File: config.mk
export PLATFORM = sky130hd
export DESIGN_NAME = box_boundary_bisect
export DESIGN_NICKNAME = d
export VERILOG_FILES = /design/src/bbb_pkg.sv /design/src/bbb_cfg.sv /design/src/bbb_step.sv /design/src/box_boundary_bisect.sv
export SDC_FILE = /design/constraint.sdc
export NUM_CORES = 1
export LEC_CHECK = 0
export BUFFER_PORTS_ARGS = -buffer_cell sky130_fd_sc_hd__clkbuf_2
export CAP_MARGIN = 20
export CORE_MARGIN = 2
export CORE_UTILIZATION = 30
export CTS_CLUSTER_DIAMETER = 40
export DETAILED_ROUTE_END_ITERATION = 16
export RECOVER_POWER = 100
export SETUP_SLACK_MARGIN = 0.02
export SLEW_MARGIN = 0
export SYNTH_ARGS = -nofsm -noshare
export SYNTH_HDL_FRONTEND = slang
export SYNTH_SLANG_ARGS = --single-unit
File: constraint.sdc
create_clock -name clk -period 8.4 [get_ports clk]
set_input_delay 1.68 -clock clk [delete_from_list [all_inputs] [get_ports clk]]
set_output_delay 1.68 -clock clk [all_outputs]
set_load 0.05 [all_outputs]
File: src/bbb_pkg.sv
// Shared types and constants for the box boundary bisection block.
package bbb_pkg;

  // Iteration limit for one request; the search always settles well before it
  localparam int unsigned STEP_CAP = 64;
  localparam int unsigned STEP_W   = $clog2(STEP_CAP);

  // Configuration register map
  localparam int unsigned CFG_IDX_W = 3;
  typedef enum logic [CFG_IDX_W-1:0] {
    CFG_BOX_MIN_X = 3'd0,
    CFG_BOX_MIN_Y = 3'd1,
    CFG_BOX_MIN_Z = 3'd2,
    CFG_BOX_MAX_X = 3'd3,
    CFG_BOX_MAX_Y = 3'd4,
    CFG_BOX_MAX_Z = 3'd5
  } cfg_idx_t;

  localparam logic signed [15:0] BOX_LO_RST = -16'sd32768;
  localparam logic signed [15:0] BOX_HI_RST = 16'sd32767;

  typedef struct packed {
    logic signed [15:0] x;
    logic signed [15:0] y;
    logic signed [15:0] z;
  } pt_t;

  typedef struct packed {
    pt_t lo;
    pt_t hi;
  } box_t;

  typedef struct packed {
    logic signed [15:0] near_x;
    logic signed [15:0] near_y;
    logic signed [15:0] near_z;
    logic signed [15:0] far_x;
    logic signed [15:0] far_y;
    logic signed [15:0] far_z;
  } in_req_t;

  typedef struct packed {
    logic signed [15:0] cross_x;
    logic signed [15:0] cross_y;
    logic signed [15:0] cross_z;
  } out_res_t;

  // Outcome of one bisection step
  typedef struct packed {
    pt_t  mid;
    logic done;
    logic outside;
  } step_res_t;

  typedef enum logic {
    ST_IDLE,
    ST_RUN
  } state_t;

endpackage

File: src/bbb_cfg.sv
// Clip box register file written through the configuration channel.
module bbb_cfg (
  input  logic                               clk,
  input  logic                               rst_n,
  input  logic                               wr_en,
  input  logic [bbb_pkg::CFG_IDX_W-1:0]      wr_idx,
  input  logic [15:0]                        wr_data,
  output bbb_pkg::box_t                      box
);

  bbb_pkg::box_t box_r;
  bbb_pkg::box_t box_nxt;

  // Decode the register index; indexes past the map are dropped
  always_comb begin
    box_nxt = box_r;
    if (wr_en) begin
      unique case (wr_idx)
        bbb_pkg::CFG_BOX_MIN_X: box_nxt.lo.x = wr_data;
        bbb_pkg::CFG_BOX_MIN_Y: box_nxt.lo.y = wr_data;
        bbb_pkg::CFG_BOX_MIN_Z: box_nxt.lo.z = wr_data;
        bbb_pkg::CFG_BOX_MAX_X: box_nxt.hi.x = wr_data;
        bbb_pkg::CFG_BOX_MAX_Y: box_nxt.hi.y = wr_data;
        bbb_pkg::CFG_BOX_MAX_Z: box_nxt.hi.z = wr_data;
        default: box_nxt = box_r;
      endcase
    end
  end

  always_ff @(posedge clk) begin
    if (!rst_n) begin
      box_r.lo.x <= bbb_pkg::BOX_LO_RST;
      box_r.lo.y <= bbb_pkg::BOX_LO_RST;
      box_r.lo.z <= bbb_pkg::BOX_LO_RST;
      box_r.hi.x <= bbb_pkg::BOX_HI_RST;
      box_r.hi.y <= bbb_pkg::BOX_HI_RST;
      box_r.hi.z <= bbb_pkg::BOX_HI_RST;
    end else begin
      box_r <= box_nxt;
    end
  end

  assign box = box_r;

endmodule

File: src/bbb_step.sv
// Shared bisection step unit: midpoint, convergence test and box outcode.
module bbb_step (
  input  bbb_pkg::pt_t      near_pt,
  input  bbb_pkg::pt_t      far_pt,
  input  bbb_pkg::box_t     box,
  output bbb_pkg::step_res_t res
);

  // Outcode bit positions
  localparam logic [5:0] OC_Z_HI = 6'h20;
  localparam logic [5:0] OC_Z_LO = 6'h10;
  localparam logic [5:0] OC_X_HI = 6'h08;
  localparam logic [5:0] OC_X_LO = 6'h04;
  localparam logic [5:0] OC_Y_HI = 6'h02;
  localparam logic [5:0] OC_Y_LO = 6'h01;

  // Floor of the mean: 17-bit sum, arithmetic shift right by one
  function automatic logic signed [15:0] floor_half(input logic signed [15:0] a,
                                                    input logic signed [15:0] b);
    logic signed [16:0] s;
    s = {a[15], a} + {b[15], b};
    return s[16:1];
  endfunction

  bbb_pkg::pt_t mid;
  logic         same_near;
  logic         same_far;
  logic [5:0]   oc;

  // Form the midpoint on all three axes
  always_comb begin
    mid.x = floor_half(near_pt.x, far_pt.x);
    mid.y = floor_half(near_pt.y, far_pt.y);
    mid.z = floor_half(near_pt.z, far_pt.z);
  end

  // Stop once the midpoint no longer moves off an endpoint
  assign same_near = (mid == near_pt);
  assign same_far  = (mid == far_pt);

  // Strict signed compares against the box; the upper bound wins per axis
  always_comb begin
    oc = '0;
    if (box.hi.x < mid.x)      oc = oc | OC_X_HI;
    else if (mid.x < box.lo.x) oc = oc | OC_X_LO;
    if (box.hi.y < mid.y)      oc = oc | OC_Y_HI;
    else if (mid.y < box.lo.y) oc = oc | OC_Y_LO;
    if (box.hi.z < mid.z)      oc = oc | OC_Z_HI;
    else if (mid.z < box.lo.z) oc = oc | OC_Z_LO;
  end

  always_comb begin
    res.mid     = mid;
    res.done    = same_near | same_far;
    res.outside = (oc != 6'h00);
  end

endmodule

File: src/box_boundary_bisect.sv
// Top level: sequencer around the shared bisection step unit.
//
// Each request carries a near point and a far point; the block halves the segment
// once per clock through a single midpoint/outcode unit and returns the boundary
// point. The request is loaded at the accepting edge. Bisection then needs
// about 17 to 20 steps for full-range 16-bit coordinates and never
// more than 64 (step counter limit). busy stays high for exactly those step cycles
// and start is ignored. The result is presented in the cycle after the last step, for
// exactly one cycle with out_valid, and must be captured then; busy is already low in
// that cycle, so the next request may start at once. Configuration writes are taken
// every cycle (cfg_ready is tied high) and must only be issued while the block is idle.
module box_boundary_bisect (
  input  logic                           clk,
  input  logic                           rst_n,
  input  logic                           start,
  output logic                           busy,
  input  bbb_pkg::in_req_t               in_req,
  output logic                           out_valid,
  output bbb_pkg::out_res_t              out_res,
  input  logic                           cfg_valid,
  output logic                           cfg_ready,
  input  logic [bbb_pkg::CFG_IDX_W-1:0]  cfg_index,
  input  logic [15:0]                    cfg_data
);

  bbb_pkg::state_t    state_r;
  bbb_pkg::state_t    state_nxt;
  bbb_pkg::pt_t       near_r;
  bbb_pkg::pt_t       near_nxt;
  bbb_pkg::pt_t       far_r;
  bbb_pkg::pt_t       far_nxt;
  logic [bbb_pkg::STEP_W-1:0] step_cnt_r;
  logic [bbb_pkg::STEP_W-1:0] step_cnt_nxt;
  logic               out_valid_r;
  logic               out_valid_nxt;
  bbb_pkg::out_res_t  out_res_r;
  bbb_pkg::out_res_t  out_res_nxt;
  bbb_pkg::box_t      box;
  bbb_pkg::step_res_t step;
  logic               last_step;

  assign cfg_ready = 1'b1;

  bbb_cfg u_cfg (
    .clk     (clk),
    .rst_n   (rst_n),
    .wr_en   (cfg_valid & cfg_ready),
    .wr_idx  (cfg_index),
    .wr_data (cfg_data),
    .box     (box)
  );

  bbb_step u_step (
    .near_pt (near_r),
    .far_pt  (far_r),
    .box     (box),
    .res     (step)
  );

  assign last_step = (step_cnt_r == bbb_pkg::STEP_W'(bbb_pkg::STEP_CAP - 1));

  // Sequence the steps: load, iterate, emit
  always_comb begin
    state_nxt     = state_r;
    near_nxt      = near_r;
    far_nxt       = far_r;
    step_cnt_nxt  = step_cnt_r;
    out_valid_nxt = 1'b0;
    out_res_nxt   = out_res_r;
    unique case (state_r)
      bbb_pkg::ST_IDLE: begin
        if (start) begin
          near_nxt.x   = in_req.near_x;
          near_nxt.y   = in_req.near_y;
          near_nxt.z   = in_req.near_z;
          far_nxt.x    = in_req.far_x;
          far_nxt.y    = in_req.far_y;
          far_nxt.z    = in_req.far_z;
          step_cnt_nxt = '0;
          state_nxt    = bbb_pkg::ST_RUN;
        end
      end
      bbb_pkg::ST_RUN: begin
        if (step.done || last_step) begin
          out_valid_nxt       = 1'b1;
          out_res_nxt.cross_x = step.mid.x;
          out_res_nxt.cross_y = step.mid.y;
          out_res_nxt.cross_z = step.mid.z;
          state_nxt           = bbb_pkg::ST_IDLE;
        end else begin
          // Outside midpoint replaces far, inside replaces near
          if (step.outside) begin
            far_nxt = step.mid;
          end else begin
            near_nxt = step.mid;
          end
          step_cnt_nxt = step_cnt_r + 1'b1;
        end
      end
      default: state_nxt = bbb_pkg::ST_IDLE;
    endcase
  end

  always_ff @(posedge clk) begin
    if (!rst_n) begin
      state_r     <= bbb_pkg::ST_IDLE;
      step_cnt_r  <= '0;
      out_valid_r <= 1'b0;
    end else begin
      state_r     <= state_nxt;
      step_cnt_r  <= step_cnt_nxt;
      out_valid_r <= out_valid_nxt;
    end
  end

  // Datapath registers, no reset needed
  always_ff @(posedge clk) begin
    near_r    <= near_nxt;
    far_r     <= far_nxt;
    out_res_r <= out_res_nxt;
  end

  assign busy      = (state_r != bbb_pkg::ST_IDLE);
  assign out_valid = out_valid_r;
  assign out_res   = out_res_r;

  // Result strobe only appears once the sequencer is back to idle
  a_valid_idle: assert property (@(posedge clk) disable iff (!rst_n)
    out_valid |-> !busy)
    else $error("result strobe while busy");

  // An accepted request always starts the sequencer
  a_start_busy: assert property (@(posedge clk) disable iff (!rst_n)
    (start && !busy) |=> busy)
    else $error("accepted request did not start");

  // Each result is a single-cycle pulse
  a_pulse: assert property (@(posedge clk) disable iff (!rst_n)
    out_valid |=> !out_valid)
    else $error("result strobe longer than one cycle");

  // Step counter starts from zero on every request
  a_cnt_clear: assert property (@(posedge clk) disable iff (!rst_n)
    $rose(busy) |-> (step_cnt_r == '0))
    else $error("step counter not cleared at request start");

endmodule

==> impl_results.html, run 1 <==
<table>
<tr><th>Metric</th><th>Value</th></tr>
<tr><th colspan="2">Status</th></tr>
<tr><td>Result of the run</td><td>finished with violations</td></tr>
<tr><td>Failing checks</td><td>max-capacitance violations, max-slew violations</td></tr>
<tr><th colspan="2">Detailed routing</th></tr>
<tr><td>Routed length on met3</td><td>4.07 mm</td></tr>
<tr><td>Average wire per standard cell</td><td>21.2 um</td></tr>
<tr><td>Routed length on met2</td><td>26.4 mm</td></tr>
<tr><td>Met1 Wirelength</td><td>26.0 mm</td></tr>
<tr><td>Routed WL</td><td>58.7 mm</td></tr>
<tr><td>Average vias per placed instance</td><td>5.33</td></tr>
<tr><td>DRC Markers</td><td>0</td></tr>
<tr><td>First drt pass iteration count</td><td>5</td></tr>
<tr><td>Vias post-DR</td><td>14,766</td></tr>
<tr><td>Top routing layer in use</td><td>met4</td></tr>
<tr><td>Number of DRC markers in iteration 0</td><td>1,295</td></tr>
<tr><td>Post-route antenna net violation count</td><td>0</td></tr>
<tr><th colspan="2">CTS</th></tr>
<tr><td>Clock root cell</td><td>sky130_fd_sc_hd__clkbuf_16</td></tr>
<tr><td>Cts repair resizes</td><td>0</td></tr>
<tr><td>Number of buffers inserted to repair setup after CTS</td><td>0</td></tr>
<tr><td>Clock transition time at the flip-flop clock pins of the worst setup and hold paths</td><td>0.05 ns</td></tr>
<tr><td>Hold-fix buffers, CTS</td><td>0</td></tr>
<tr><td>Total CTS buffers</td><td>41</td></tr>
<tr><td>Clock latency at the later pin of the worst-skew pair</td><td>0.58 ns</td></tr>
<tr><td>CTS tree</td><td>done</td></tr>
<tr><td>Clock sink count</td><td>248</td></tr>
<tr><td>Number of levels in the clock H-tree</td><td>2</td></tr>
<tr><td>Worst-case clock buffer depth</td><td>3</td></tr>
<tr><th colspan="2">GRT</th></tr>
<tr><td>Antenna violations before repair</td><td>0</td></tr>
<tr><td>Maximum number of pins on one net before global-route repair</td><td>85</td></tr>
<tr><td>Overall global routing resource usage</td><td>20.3%</td></tr>
<tr><td>Number of global-route vias before repair</td><td>14,042</td></tr>
<tr><td>Wire length of the first global-routing pass</td><td>86.7 mm</td></tr>
<tr><td>Overflow after GRT</td><td>0</td></tr>
<tr><th colspan="2">Min path</th></tr>
<tr><td>Hold crit path type</td><td>reg2reg</td></tr>
<tr><td>Sink of the worst hold path</td><td>u_cfg.box[64]</td></tr>
<tr><td>Hold path startpoint</td><td>u_cfg.box[64]</td></tr>
<tr><td>Hold path cells</td><td>2</td></tr>
<tr><th colspan="2">Finish</th></tr>
<tr><td>Multi-input gate area</td><td>0.00901 sq mm</td></tr>
<tr><td>Antenna diode count</td><td>0</td></tr>
<tr><td>Area growth from synthesis to final layout</td><td>16.9%</td></tr>
<tr><td>Area of all sequential standard cells</td><td>0.00641 sq mm</td></tr>
<tr><td>Filler cells</td><td>5,585</td></tr>
<tr><td>Ratio of cells with drive above 1 in the final layout</td><td>10.9%</td></tr>
<tr><td>Layout Nets</td><td>2,264</td></tr>
<tr><th colspan="2">Synthesis</th></tr>
<tr><td>Portion of netlist area occupied by mux cells</td><td>0.500%</td></tr>
<tr><td>Synth Area in XOR/XNOR</td><td>7.00%</td></tr>
<tr><td>Register bit total from synthesis</td><td>248</td></tr>
<tr><td>Share of synthesized area occupied by flip-flops and latches</td><td>38.8%</td></tr>
<tr><td>Synthesized Nets</td><td>2,128</td></tr>
<tr><td>Count of unique library cells instantiated by Yosys</td><td>92</td></tr>
<tr><td>Number of enable flip-flop cells after synthesis</td><td>144</td></tr>
<tr><td>Area share of fa/ha/maj cells after synthesis</td><td>9.21%</td></tr>
<tr><td>Share of flip-flops with an asynchronous set or reset after synthesis</td><td>0%</td></tr>
<tr><td>Primary flip-flop cell chosen by synthesis mapping</td><td>sky130_fd_sc_hd__edfxtp_1</td></tr>
<tr><td>Cell area after synthesis</td><td>0.0165 sq mm</td></tr>
<tr><td>Post-Synthesis Mean Instance Area</td><td>8.71 sq um</td></tr>
<tr><td>Synth Area in Compound Gates</td><td>19.1%</td></tr>
<tr><td>Basic-gate share of the synthesized area counting and, or, nand and nor cells</td><td>18.7%</td></tr>
<tr><td>Post-synthesis instance total</td><td>1,898</td></tr>
<tr><td>Number of synthesis warnings</td><td>0</td></tr>
<tr><td>Dominant combinational cell family by area after synthesis</td><td>compound AO/OA/AOI/OAI gates</td></tr>
<tr><th colspan="2">Floorplanning</th></tr>
<tr><td>Die Footprint</td><td>0.0570 sq mm</td></tr>
<tr><td>Site Rows</td><td>86</td></tr>
<tr><td>Horizontal extent of the die</td><td>239 um</td></tr>
<tr><td>Core outline area</td><td>0.0548 sq mm</td></tr>
<tr><td>IO Count</td><td>170</td></tr>
<tr><td>Initial standard-cell utilization of the core</td><td>30.2%</td></tr>
<tr><td>Height of the die</td><td>239 um</td></tr>
<tr><th colspan="2">Worst setup path</th></tr>
<tr><td>Register-to-register setup slack</td><td>1.44 ns</td></tr>
<tr><td>Crit-path cells</td><td>and2_0 &gt; fa_1 &gt; a21o_1 &gt; a221oi_1 &gt; o21ai_0 &gt; xor2_1 &gt; o22ai_1 &gt; a2111oi_0 &gt; o2111ai_1 &gt; or4b_1 &gt; o211a_1 &gt; nor2_4 &gt; clkbuf_2</td></tr>
<tr><td>Longest individual stage delay on the worst path</td><td>0.80 ns</td></tr>
<tr><td>Gate family responsible for the most delay along the worst path</td><td>compound AO/OA/AOI/OAI gates</td></tr>
<tr><td>Critical path data arrival time</td><td>7.14 ns</td></tr>
<tr><td>Worst R2R End</td><td>out_res[43]</td></tr>
<tr><td>Worst setup path class</td><td>reg2reg</td></tr>
<tr><td>Crit path buffers/inverters</td><td>1</td></tr>
<tr><td>Worst-path fanout max</td><td>26</td></tr>
<tr><td>Startpoint of the lowest-slack register-to-register path</td><td>near_r[0]</td></tr>
<tr><td>Highest-delay cell along the critical path</td><td>sky130_fd_sc_hd__clkbuf_2</td></tr>
<tr><td>Setup crit start kind</td><td>register</td></tr>
<tr><td>Worst R2R Path Depth</td><td>13</td></tr>
<tr><td>Crit path capture type</td><td>register</td></tr>
<tr><td>Worst endpoint required time</td><td>8.59 ns</td></tr>
<tr><th colspan="2">Run</th></tr>
<tr><td>Max-cap check violation count</td><td>4</td></tr>
<tr><th colspan="2">Place</th></tr>
<tr><td>Number of port buffers</td><td>168</td></tr>
<tr><td>Weighted congestion at the end of routability-driven global placement</td><td>0.958</td></tr>
<tr><td>HPWL reported at the end of detailed placement</td><td>45.1 mm</td></tr>
<tr><th colspan="2">Timing</th></tr>
<tr><td>Clock skew after layout</td><td>0.0267 ns</td></tr>
<tr><td>Highest achievable clock rate</td><td>0.144 GHz</td></tr>
<tr><td>Total count of max-transition violations in the final report</td><td>283</td></tr>
<tr><td>Final setup violation count</td><td>0</td></tr>
<tr><td>Total Neg Setup Slack</td><td>0 ns</td></tr>
<tr><td>Hold Violations, Final</td><td>0</td></tr>
<tr><td>Post-route fraction of the period consumed by the critical path</td><td>82.8%</td></tr>
<tr><td>Worst relative slew slack</td><td>-120%</td></tr>
<tr><td>Setup repair after global routing missed its margin</td><td>false</td></tr>
<tr><td>Actual slew at the worst max-slew pin</td><td>3.30 ns</td></tr>
<tr><td>Minimum period implied by the final worst setup slack</td><td>6.96 ns</td></tr>
</table>
## worst reg2reg max path: stages, from the launching register on
cell and delay, ns:
sky130_fd_sc_hd__edfxtp_1 0.44, sky130_fd_sc_hd__and2_0 0.21, sky130_fd_sc_hd__fa_1 0.44, sky130_fd_sc_hd__a21o_1 0.22
sky130_fd_sc_hd__a221oi_1 0.78, sky130_fd_sc_hd__o21ai_0 0.40, sky130_fd_sc_hd__xor2_1 0.66, sky130_fd_sc_hd__o22ai_1 0.14
sky130_fd_sc_hd__a2111oi_0 0.73, sky130_fd_sc_hd__o2111ai_1 0.19, sky130_fd_sc_hd__or4b_1 0.55, sky130_fd_sc_hd__o211a_1 0.28
sky130_fd_sc_hd__nor2_4 0.69, sky130_fd_sc_hd__clkbuf_2 0.81
## how the worst max path moves through the flow
stage,slack [ns],end,depth (start not counted),startpoint
3_3_place_gp,2.26,out_res[36],13,near_r[0]
2_1_floorplan,1.79,near_r[0],17,near_r[37]
5_1_grt,0.92,out_res[42],13,near_r[0]
3_5_place_dp,2.19,near_r[5],17,near_r[38]
6_report,1.44,out_res[43],13,near_r[0]
4_1_cts,2.15,near_r[2],17,near_r[38]
## cell usage in the layout (no fill, tap or decap), drive strengths merged, types with 14 or more instances in the layout
cell type  netlist  layout
a21boi          20      20
a21o            18      18
a21oi          108     108
and2            16      16
and3            20      20
clkbuf          83     236
dfxtp          104     104
edfxtp         144     144
ha             108     108
inv            191     202
nand2          296     296
nand2b          19      19
nand3           72      72
nand4           20      20
nor2            75      75
nor3            25      25
nor4            15      15
o2111ai         14      14
o211ai          27      27
o21a            34      34
o21ai          129     129
or2             14      14
xnor2           81      81
xor2            21      21
## registers in the layout, summed over array words and instances, names as in the netlist
| name | count |
|---|---|
| step_cnt_r | 6 |
| out_res | 48 |
| far_r | 48 |
| u_cfg.box | 96 |
| out_valid | 1 |
| busy | 1 |
| near_r | 48 |
## through the flow
stage | area [sq um] | util, % | hold slack (ns) | cells | setup WS (ns)
2_1_floorplan | 16500 | - | 0.432 | 1898 | 1.79
3_3_place_gp | 18000 | 32.9 | 0.443 | 2691 | 2.26
3_5_place_dp | 18000 | 32.9 | 0.446 | 2692 | 2.19
4_1_cts | 19500 | 35.6 | 0.453 | 2768 | 2.15
5_1_grt | 19300 | 35.3 | 0.472 | 2771 | 0.919
6_report | 19300 | 35.3 | 0.451 | 2771 | 1.44
## cell usage after synthesis (6+ instances only)
| cell | count | share of area [%] |
|---|---|---|
| sky130_fd_sc_hd__nand2_1 | 296 | 6.7 |
| sky130_fd_sc_hd__inv_1 | 191 | 4.3 |
| sky130_fd_sc_hd__edfxtp_1 | 144 | 26 |
| sky130_fd_sc_hd__o21ai_0 | 125 | 3.8 |
| sky130_fd_sc_hd__ha_1 | 108 | 8.2 |
| sky130_fd_sc_hd__a21oi_1 | 107 | 3.2 |
| sky130_fd_sc_hd__dfxtp_1 | 104 | 13 |
| sky130_fd_sc_hd__clkbuf_1 | 83 | 1.9 |
| sky130_fd_sc_hd__xnor2_1 | 79 | 4.2 |
| sky130_fd_sc_hd__nor2_1 | 75 | 1.7 |
| sky130_fd_sc_hd__nand3_1 | 72 | 2.2 |
| sky130_fd_sc_hd__o21a_1 | 34 | 1.5 |
| sky130_fd_sc_hd__o211ai_1 | 27 | 1.2 |
| sky130_fd_sc_hd__nor3_1 | 25 | 0.76 |
| sky130_fd_sc_hd__xor2_1 | 21 | 1.1 |
| sky130_fd_sc_hd__a21boi_0 | 20 | 0.91 |
| sky130_fd_sc_hd__and3_1 | 20 | 0.76 |
| sky130_fd_sc_hd__nand2b_1 | 19 | 0.72 |
| sky130_fd_sc_hd__nand4_1 | 19 | 0.72 |
| sky130_fd_sc_hd__a21o_1 | 18 | 0.82 |
| sky130_fd_sc_hd__and2_1 | 16 | 0.61 |
| sky130_fd_sc_hd__nor4_1 | 14 | 0.53 |
| sky130_fd_sc_hd__o2111ai_1 | 14 | 0.74 |
| sky130_fd_sc_hd__or2_2 | 13 | 0.49 |
| sky130_fd_sc_hd__a2111oi_0 | 12 | 0.64 |
| sky130_fd_sc_hd__a211oi_1 | 12 | 0.55 |
| sky130_fd_sc_hd__a31oi_1 | 11 | 0.42 |
| sky130_fd_sc_hd__maj3_1 | 11 | 0.67 |
| sky130_fd_sc_hd__nor3b_1 | 11 | 0.50 |
| sky130_fd_sc_hd__nor2b_1 | 10 | 0.38 |
| sky130_fd_sc_hd__xnor3_1 | 10 | 1.4 |
| sky130_fd_sc_hd__o22ai_1 | 9 | 0.34 |
| sky130_fd_sc_hd__and4_1 | 8 | 0.42 |
| sky130_fd_sc_hd__or3_1 | 8 | 0.30 |
| sky130_fd_sc_hd__a211o_1 | 6 | 0.32 |
| sky130_fd_sc_hd__buf_2 | 6 | 0.18 |
| sky130_fd_sc_hd__mux2i_1 | 6 | 0.36 |
| sky130_fd_sc_hd__o211a_1 | 6 | 0.36 |
| sky130_fd_sc_hd__o2bb2ai_1 | 6 | 0.32 |
## per-layer routing
layer,GRT usage (%),up-vias
li1,-,7037
met2,32.5,534
met4,8.01,0
met1,27.3,7088
met3,3.35,107
met5,0,-
## area by class of cell
type | instances | share of cell area (%)
multi-input combinational | 1362 | 46.6
sequential | 248 | 33.2
clock buffer | 49 | 5.89
tap | 704 | 4.56
timing repair buffer | 189 | 4.48
inverter | 192 | 3.73
clock inverter | 27 | 1.53
## cells by family after synthesis
kind of cell | Yosys count
DFF | 248
xor gates and xnor gates | 113
adders and majority gates | 122
AOI/OAI and AO/OA | 478
and+or+nand+nor | 640
muxes | 8
other | 1
buffers and inverters | 288
Power of run 1 is left out: the tool's default activity adds up to more than one toggle a clock period on the data nets, which glitch-free logic cannot reach.
==> run 2: changes to the inputs <==
==> constraint.sdc (replaced) <==
create_clock -name clk -period 6.5 [get_ports clk]
set_input_delay 1.3 -clock clk [delete_from_list [all_inputs] [get_ports clk]]
set_output_delay 1.3 -clock clk [all_outputs]
set_load 0.05 [all_outputs]
==> run 2 against run 1 <==
Net effect: the flow still finishes with violations (max-capacitance violations, max-slew violations); first-iteration DRC count is 10% lower; critical path depth rose by 1; via count grew 0.74%; cell area increased by 1.2%; core utilization rose by 0.43 points; non-clock buffer count grew 9; global-route usage rose by 0.29 points; register-to-register slack worse by 0.85 ns; cell count grew 0.69%; routed wire length grew 0.94%; worst hold slack worse by 0.00085 ns.
==> impl_results.html, run 2 (synthesis gave the netlist of run 1 again) <==
<table>
<tr><th>Metric</th><th>Value</th></tr>
<tr><th colspan="2">Status</th></tr>
<tr><td>Result of the run</td><td>finished with violations</td></tr>
<tr><td>Failing checks</td><td>max-capacitance violations, max-slew violations</td></tr>
<tr><th colspan="2">GRT</th></tr>
<tr><td>Overall global routing resource usage</td><td>20.6% (+0.29 points)</td></tr>
<tr><td>Overflow after GRT</td><td>0 (unchanged)</td></tr>
<tr><td>Number of global-route vias before repair</td><td>14,405 (+2.6%)</td></tr>
<tr><td>Maximum number of pins on one net before global-route repair</td><td>85 (unchanged)</td></tr>
<tr><td>Antenna violations before repair</td><td>0 (unchanged)</td></tr>
<tr><td>Wire length of the first global-routing pass</td><td>88.1 mm (+1.6%)</td></tr>
<tr><th colspan="2">CTS</th></tr>
<tr><td>Worst-case clock buffer depth</td><td>3 (unchanged)</td></tr>
<tr><td>CTS tree</td><td>done</td></tr>
<tr><td>Clock transition time at the flip-flop clock pins of the worst setup and hold paths</td><td>0.05 ns (about the same)</td></tr>
<tr><td>Clock sink count</td><td>248 (unchanged)</td></tr>
<tr><td>Number of buffers inserted to repair setup after CTS</td><td>0 (unchanged)</td></tr>
<tr><td>Total CTS buffers</td><td>46 (+12%)</td></tr>
<tr><td>Cts repair resizes</td><td>0 (unchanged)</td></tr>
<tr><td>Clock root cell</td><td>sky130_fd_sc_hd__clkbuf_16</td></tr>
<tr><td>Number of levels in the clock H-tree</td><td>2 (unchanged)</td></tr>
<tr><td>Hold-fix buffers, CTS</td><td>0 (unchanged)</td></tr>
<tr><td>Clock latency at the later pin of the worst-skew pair</td><td>0.59 ns (about the same)</td></tr>
<tr><th colspan="2">Finish</th></tr>
<tr><td>Layout Nets</td><td>2,278 (+0.62%)</td></tr>
<tr><td>Final design instance area without fill</td><td>0.0196 sq mm (+1.2%)</td></tr>
<tr><td>Antenna diode count</td><td>0 (unchanged)</td></tr>
<tr><td>Commonest cells after routing, fill and taps aside</td><td>sky130_fd_sc_hd__nand2_1, sky130_fd_sc_hd__inv_1, sky130_fd_sc_hd__edfxtp_1, sky130_fd_sc_hd__o21ai_0, sky130_fd_sc_hd__clkbuf_2</td></tr>
<tr><td>Max reg flops</td><td>96 (unchanged)</td></tr>
<tr><td>Most frequent standard cell in the layout excluding fill and tap cells</td><td>sky130_fd_sc_hd__nand2_1</td></tr>
<tr><td>Ratio of cells with drive above 1 in the final layout</td><td>11.1% (+0.19 points)</td></tr>
<tr><td>Area growth from synthesis to final layout</td><td>18.3%</td></tr>
<tr><th colspan="2">Timing</th></tr>
<tr><td>Final setup violation count</td><td>0 (unchanged)</td></tr>
<tr><td>Hold Violations, Final</td><td>0 (unchanged)</td></tr>
<tr><td>Actual slew at the worst max-slew pin</td><td>3.21 ns (-0.0860 ns)</td></tr>
<tr><td>Worst relative slew slack</td><td>-114% (+5.7 points)</td></tr>
<tr><td>Clock skew after layout</td><td>0.0347 ns (+0.00795 ns)</td></tr>
<tr><td>Total count of max-transition violations in the final report</td><td>265 (-6.4%)</td></tr>
<tr><td>Post-route fraction of the period consumed by the critical path</td><td>90.9% (+8.1 points)</td></tr>
<tr><td>Setup repair after global routing missed its margin</td><td>false</td></tr>
<tr><td>Minimum period implied by the final worst setup slack</td><td>5.91 ns (-1.05 ns)</td></tr>
<tr><td>Highest achievable clock rate</td><td>0.169 GHz (+18%)</td></tr>
<tr><td>Total Neg Setup Slack</td><td>0 ns (unchanged)</td></tr>
<tr><th colspan="2">Worst setup path</th></tr>
<tr><td>Worst setup path class</td><td>reg2reg</td></tr>
<tr><td>Worst R2R End</td><td>far_r[18]</td></tr>
<tr><td>Critical path data arrival time</td><td>6.23 ns (-0.91 ns)</td></tr>
<tr><td>Longest individual stage delay on the worst path</td><td>0.88 ns (+0.08 ns)</td></tr>
<tr><td>Worst endpoint required time</td><td>6.82 ns (-1.77 ns)</td></tr>
<tr><td>Gate family responsible for the most delay along the worst path</td><td>compound AO/OA/AOI/OAI gates</td></tr>
<tr><td>Worst-path fanout max</td><td>32 (+23%)</td></tr>
<tr><td>Highest-delay cell along the critical path</td><td>sky130_fd_sc_hd__a2111oi_0</td></tr>
<tr><td>Worst R2R Path Depth</td><td>14 (+1)</td></tr>
<tr><td>Startpoint of the lowest-slack register-to-register path</td><td>near_r[0]</td></tr>
<tr><td>Crit path buffers/inverters</td><td>2 (+1)</td></tr>
<tr><td>Crit path capture type</td><td>register</td></tr>
<tr><td>Register-to-register setup slack</td><td>0.59 ns (-0.85 ns)</td></tr>
<tr><td>Setup crit start kind</td><td>register</td></tr>
<tr><td>Crit-path cells</td><td>and2_0 &gt; fa_1 &gt; a21o_1 &gt; a221oi_1 &gt; o21ai_0 &gt; xor2_1 &gt; buf_4 &gt; a2111oi_0 &gt; o2111ai_1 &gt; or4b_1 &gt; o211ai_1 &gt; nor2_1 &gt; a22o_2 &gt; buf_12</td></tr>
<tr><th colspan="2">Min path</th></tr>
<tr><td>Hold crit path type</td><td>reg2reg</td></tr>
<tr><td>Hold path startpoint</td><td>u_cfg.box[69]</td></tr>
<tr><td>Sink of the worst hold path</td><td>u_cfg.box[69]</td></tr>
<tr><td>Hold path cells</td><td>2 (unchanged)</td></tr>
<tr><th colspan="2">Detailed routing</th></tr>
<tr><td>Average vias per placed instance</td><td>5.33 (about the same)</td></tr>
<tr><td>Post-route antenna net violation count</td><td>0 (unchanged)</td></tr>
<tr><td>DRC Markers</td><td>0 (unchanged)</td></tr>
<tr><td>Average wire per standard cell</td><td>21.2 um (+0.25%)</td></tr>
<tr><td>Routed WL</td><td>59.2 mm (+0.94%)</td></tr>
<tr><td>Number of DRC markers in iteration 0</td><td>1,162 (-10%)</td></tr>
<tr><td>First drt pass iteration count</td><td>5 (unchanged)</td></tr>
<tr><td>Vias post-DR</td><td>14,875 (+0.74%)</td></tr>
<tr><th colspan="2">Floorplanning</th></tr>
<tr><td>IO Count</td><td>170 (unchanged)</td></tr>
<tr><td>Site Rows</td><td>86 (unchanged)</td></tr>
<tr><td>Height of the die</td><td>239 um (unchanged)</td></tr>
<tr><td>Die Footprint</td><td>0.0570 sq mm (unchanged)</td></tr>
<tr><td>Initial standard-cell utilization of the core</td><td>30.2% (unchanged)</td></tr>
<tr><td>Core outline area</td><td>0.0548 sq mm (unchanged)</td></tr>
<tr><td>Horizontal extent of the die</td><td>239 um (unchanged)</td></tr>
<tr><th colspan="2">Place</th></tr>
<tr><td>HPWL reported at the end of detailed placement</td><td>45.2 mm (+0.19%)</td></tr>
<tr><td>Cell area after placement</td><td>0.0182 sq mm (+0.67%)</td></tr>
<tr><td>Number of port buffers</td><td>168 (unchanged)</td></tr>
<tr><td>Weighted congestion at the end of routability-driven global placement</td><td>0.959 (+0.15%)</td></tr>
<tr><th colspan="2">Run</th></tr>
<tr><td>Max-cap check violation count</td><td>4 (unchanged)</td></tr>
</table>
run 2: changes by cell type in the layout (fill, tap and decap cells not counted), sizes merged:
cell / delta
buf: +5
clkbuf: +13
clkinv: +3
inv: -2
run 2: routing by layer:
layer  GRT usage (%)  vias up  routed length [um]
met5               0        -                   0
met4            7.59        0                1890
met3            3.05       90                3820
met2            33.4      528               27300
met1            27.7     7191               26200
li1                -     7066                   -
run 2: worst register-to-register path, stage by stage (launching register included):
cell	delay (ns)
sky130_fd_sc_hd__edfxtp_1	0.42
sky130_fd_sc_hd__and2_0	0.21
sky130_fd_sc_hd__fa_1	0.43
sky130_fd_sc_hd__a21o_1	0.21
sky130_fd_sc_hd__a221oi_1	0.79
sky130_fd_sc_hd__o21ai_0	0.43
sky130_fd_sc_hd__xor2_1	0.24
sky130_fd_sc_hd__buf_4	0.21
sky130_fd_sc_hd__a2111oi_0	0.88
sky130_fd_sc_hd__o2111ai_1	0.22
sky130_fd_sc_hd__or4b_1	0.57
sky130_fd_sc_hd__o211ai_1	0.22
sky130_fd_sc_hd__nor2_1	0.10
sky130_fd_sc_hd__a22o_2	0.44
sky130_fd_sc_hd__buf_12	0.28
run 2: how the worst max path moves through the flow:
| stage | endpoint | cells after the start | from | slack [ns] |
|---|---|---|---|---|
| 2_1_floorplan | step_cnt_r[0] | 15 | near_r[35] | 0.43 |
| 3_3_place_gp | far_r[17] | 18 | near_r[34] | 0.93 |
| 3_5_place_dp | far_r[40] | 17 | far_r[38] | 0.80 |
| 4_1_cts | far_r[1] | 17 | near_r[38] | 0.73 |
| 5_1_grt | far_r[1] | 14 | near_r[0] | 0.28 |
| 6_report | far_r[18] | 14 | near_r[0] | 0.59 |
run 2: layout make-up:
| type | instances | area, sq um |
|---|---|---|
| clock buffers | 58 | 1290 |
| clock inverters | 28 | 318 |
| fillers | 5590 | 35200 |
| inverters | 192 | 721 |
| multi-input cells | 1362 | 8980 |
| flip-flops and latches | 248 | 6410 |
| well taps | 704 | 881 |
| repair buffers | 198 | 952 |
run 2: stage by stage:
stage	utilization [%]	setup slack, ns	hold slack [ns]	cells
2_1_floorplan	-	0.435	0.432	1898
6_report	35.7	0.591	0.451	2790
3_5_place_dp	33.2	0.804	0.447	2703
5_1_grt	35.7	0.280	0.471	2790
4_1_cts	36.1	0.733	0.454	2789
3_3_place_gp	33.1	0.933	0.441	2702
Power of run 2 is left out for the same reason.
==> run 3: changes to the inputs <==
--- a/config.mk
+++ b/config.mk
@@ -9,7 +9,7 @@
 export CAP_MARGIN = 20
 export CORE_MARGIN = 2
 export CORE_UTILIZATION = 30
-export CTS_CLUSTER_DIAMETER = 40
+export CTS_CLUSTER_SIZE = 8
 export DETAILED_ROUTE_END_ITERATION = 16
 export RECOVER_POWER = 100
 export SETUP_SLACK_MARGIN = 0.02
==> constraint.sdc (replaced) <==
create_clock -name clk -period 6.5 [get_ports clk]
set_input_delay 0.65 -clock clk [delete_from_list [all_inputs] [get_ports clk]]
set_output_delay 0.65 -clock clk [all_outputs]
set_load 0.05 [all_outputs]
==> run 3 against run 2 <==
Net effect: the flow still finishes with violations (max-capacitance violations, max-slew violations); maximum frequency fell by 1.7%; worst hold slack got worse by 0.071 ns; count of clock-buffer cells in the layout rose by 6; critical path depth rose by 4; first-iteration DRC count rose by 3.5%; worst setup slack got worse by 0.10 ns; core utilization fell by 1.1 points; clock skew fell by 0.0066 ns.
==> impl_results.html, run 3 (synthesis gave the netlist of run 1 again) <==
<table>
<tr><th>Metric</th><th>Value</th></tr>
<tr><th colspan="2">Timing</th></tr>
<tr><td>Total Neg Setup Slack</td><td>0 ns (unchanged)</td></tr>
<tr><td>Final setup violation count</td><td>0 (unchanged)</td></tr>
<tr><td>Highest achievable clock rate</td><td>0.166 GHz (-1.7%)</td></tr>
<tr><td>Clock skew after layout</td><td>0.0280 ns (-0.00664 ns)</td></tr>
<tr><td>Hold_ws</td><td>0.380 ns (-0.0705 ns)</td></tr>
<tr><td>Total count of max-transition violations in the final report</td><td>265 (unchanged)</td></tr>
<tr><td>Actual slew at the worst max-slew pin</td><td>3.19 ns (-0.0271 ns)</td></tr>
<tr><td>Post-route fraction of the period consumed by the critical path</td><td>92.5% (+1.5 points)</td></tr>
<tr><td>Minimum period implied by the final worst setup slack</td><td>6.01 ns (+0.100 ns)</td></tr>
<tr><td>Worst relative slew slack</td><td>-112% (+1.8 points)</td></tr>
<tr><td>Hold Violations, Final</td><td>0 (unchanged)</td></tr>
<tr><td>Setup repair after global routing missed its margin</td><td>false</td></tr>
<tr><th colspan="2">Floorplanning</th></tr>
<tr><td>Horizontal extent of the die</td><td>239 um (unchanged)</td></tr>
<tr><td>Core outline area</td><td>0.0548 sq mm (unchanged)</td></tr>
<tr><td>Site Rows</td><td>86 (unchanged)</td></tr>
<tr><td>Height of the die</td><td>239 um (unchanged)</td></tr>
<tr><td>Initial standard-cell utilization of the core</td><td>30.2% (unchanged)</td></tr>
<tr><td>IO Count</td><td>170 (unchanged)</td></tr>
<tr><td>Die Footprint</td><td>0.0570 sq mm (unchanged)</td></tr>
<tr><th colspan="2">CTS</th></tr>
<tr><td>Clock latency at the later pin of the worst-skew pair</td><td>0.55 ns (-0.04 ns)</td></tr>
<tr><td>Clock sink count</td><td>248 (unchanged)</td></tr>
<tr><td>Cts repair resizes</td><td>0 (unchanged)</td></tr>
<tr><td>CTS tree</td><td>done</td></tr>
<tr><td>Worst-case clock buffer depth</td><td>3 (unchanged)</td></tr>
<tr><td>Total CTS buffers</td><td>37 (-20%)</td></tr>
<tr><td>Clock transition time at the flip-flop clock pins of the worst setup and hold paths</td><td>0.05 ns (about the same)</td></tr>
<tr><td>Clock root cell</td><td>sky130_fd_sc_hd__clkbuf_16</td></tr>
<tr><td>Number of buffers inserted to repair setup after CTS</td><td>0 (unchanged)</td></tr>
<tr><td>Hold-fix buffers, CTS</td><td>0 (unchanged)</td></tr>
<tr><td>Number of levels in the clock H-tree</td><td>2 (unchanged)</td></tr>
<tr><th colspan="2">Worst setup path</th></tr>
<tr><td>Setup crit start kind</td><td>register</td></tr>
<tr><td>Worst endpoint required time</td><td>6.68 ns (-0.14 ns)</td></tr>
<tr><td>Crit path capture type</td><td>register</td></tr>
<tr><td>Worst setup path class</td><td>reg2reg</td></tr>
<tr><td>Worst-path fanout max</td><td>48 (+50%)</td></tr>
<tr><td>Critical path data arrival time</td><td>6.19 ns (-0.04 ns)</td></tr>
<tr><th colspan="2">Finish</th></tr>
<tr><td>Area growth from synthesis to final layout</td><td>14.8%</td></tr>
<tr><td>Antenna diode count</td><td>0 (unchanged)</td></tr>
<tr><td>Max reg flops</td><td>96 (unchanged)</td></tr>
<tr><td>Most frequent standard cell in the layout excluding fill and tap cells</td><td>sky130_fd_sc_hd__nand2_1</td></tr>
<tr><td>Ratio of cells with drive above 1 in the final layout</td><td>9.33% (-1.7 points)</td></tr>
<tr><td>Commonest cells after routing, fill and taps aside</td><td>sky130_fd_sc_hd__nand2_1, sky130_fd_sc_hd__inv_1, sky130_fd_sc_hd__edfxtp_1, sky130_fd_sc_hd__o21ai_0, sky130_fd_sc_hd__clkbuf_2</td></tr>
<tr><td>Layout Nets</td><td>2,261 (-0.75%)</td></tr>
<tr><th colspan="2">Detailed routing</th></tr>
<tr><td>Routed WL</td><td>58.5 mm (-1.2%)</td></tr>
<tr><td>Number of DRC markers in iteration 0</td><td>1,203 (+3.5%)</td></tr>
<tr><td>Vias post-DR</td><td>14,658 (-1.5%)</td></tr>
<tr><td>Average vias per placed instance</td><td>5.31 (-0.46%)</td></tr>
<tr><td>First drt pass iteration count</td><td>7 (+2)</td></tr>
<tr><td>Post-route antenna net violation count</td><td>0 (unchanged)</td></tr>
<tr><td>DRC Markers</td><td>0 (unchanged)</td></tr>
<tr><td>Average wire per standard cell</td><td>21.2 um (-0.21%)</td></tr>
<tr><th colspan="2">GRT</th></tr>
<tr><td>Overflow after GRT</td><td>0 (unchanged)</td></tr>
<tr><td>Overall global routing resource usage</td><td>20.3% (-0.33 points)</td></tr>
<tr><td>Wire length of the first global-routing pass</td><td>86.8 mm (-1.5%)</td></tr>
<tr><td>Antenna violations before repair</td><td>0 (unchanged)</td></tr>
<tr><td>Number of global-route vias before repair</td><td>14,327 (-0.54%)</td></tr>
<tr><td>Maximum number of pins on one net before global-route repair</td><td>86 (+1.2%)</td></tr>
<tr><th colspan="2">Run</th></tr>
<tr><td>Max-cap check violation count</td><td>4 (unchanged)</td></tr>
<tr><th colspan="2">Min path</th></tr>
<tr><td>Hold crit path type</td><td>in2reg</td></tr>
<tr><th colspan="2">Status</th></tr>
<tr><td>Result of the run</td><td>finished with violations</td></tr>
<tr><td>Failing checks</td><td>max-capacitance violations, max-slew violations</td></tr>
<tr><th colspan="2">Place</th></tr>
<tr><td>Number of port buffers</td><td>168 (unchanged)</td></tr>
<tr><td>Weighted congestion at the end of routability-driven global placement</td><td>0.929 (-3.1%)</td></tr>
<tr><td>HPWL reported at the end of detailed placement</td><td>44.9 mm (-0.74%)</td></tr>
</table>
## run 3: cell types whose count changed in the layout (fill, tap and decap cells not counted), moves of 3 or more
| cell | before | now |
|---|---|---|
| sky130_fd_sc_hd__buf_4 | 4 | 1 |
| sky130_fd_sc_hd__bufinv_16 | 4 | 0 |
| sky130_fd_sc_hd__clkbuf_1 | 82 | 95 |
| sky130_fd_sc_hd__clkbuf_16 | 50 | 37 |
| sky130_fd_sc_hd__clkinv_1 | 4 | 1 |
| sky130_fd_sc_hd__clkinv_2 | 4 | 0 |
| sky130_fd_sc_hd__clkinv_4 | 5 | 0 |
| sky130_fd_sc_hd__clkinvlp_4 | 3 | 0 |
| sky130_fd_sc_hd__inv_8 | 5 | 0 |
## run 3: layout make-up
cell class / instances / area [sq um]
multi-input combinational: 1362 / 9000
clock buffer: 64 / 1050
fill: 5678 / 35800
tap: 704 / 881
clock inverter: 2 / 17.5
timing repair buffer: 190 / 902
sequential: 248 / 6410
inverter: 192 / 721
## run 3: path summary, 6_finish.rpt
kind	startpoint	end	slack (ns)	depth (start not counted)
worst max register to register	near_r[34]	near_r[40]	0.49	18
worst min register to register	u_cfg.box[66]	u_cfg.box[66]	0.45	2
worst max-delay path	near_r[34]	near_r[40]	0.49	18
worst min-delay path	in_req[45]	far_r[45]	0.38	2
## run 3: metrics by stage
step,instance area (sq um),setup slack [ns],util [%],cells
after floorplan,16500,0.435,-,1898
after global placement,18100,0.981,33.0,2693
after detailed placement,18100,0.889,33.0,2694
after CTS,19200,0.783,35.0,2760
after global routing,19000,0.244,34.6,2762
final,19000,0.490,34.6,2762
## run 3: routing by layer
| metal | part of all wire [%] | global-route usage, % | up-vias |
|---|---|---|---|
| met1 | 44 | 26.9 | 7011 |
| met3 | 6.6 | 3.68 | 113 |
| met4 | 4.5 | 8.67 | 0 |
| li1 | - | - | 7018 |
| met5 | 0 | 0 | - |
| met2 | 45 | 32.3 | 516 |
## run 3: worst max-delay path, stage by stage (launching register included)
cell                        delay, ns
sky130_fd_sc_hd__edfxtp_1        0.46
sky130_fd_sc_hd__ha_1            0.44
sky130_fd_sc_hd__nor2b_1         0.20
sky130_fd_sc_hd__o21ai_0         0.44
sky130_fd_sc_hd__a31oi_1         0.30
sky130_fd_sc_hd__xnor2_1         0.79
sky130_fd_sc_hd__inv_1           0.19
sky130_fd_sc_hd__ha_1            0.34
sky130_fd_sc_hd__o21a_1          0.11
sky130_fd_sc_hd__nor2_1          0.03
sky130_fd_sc_hd__a221o_1         0.26
sky130_fd_sc_hd__maj3_1          0.36
sky130_fd_sc_hd__maj3_1          0.36
sky130_fd_sc_hd__a21oi_1         0.13
sky130_fd_sc_hd__o21ai_0         0.14
sky130_fd_sc_hd__a21oi_1         0.19
sky130_fd_sc_hd__nand4b_1        0.21
sky130_fd_sc_hd__o2bb2ai_4       0.20
sky130_fd_sc_hd__buf_6           0.46
Power of run 3 is left out for the same reason.
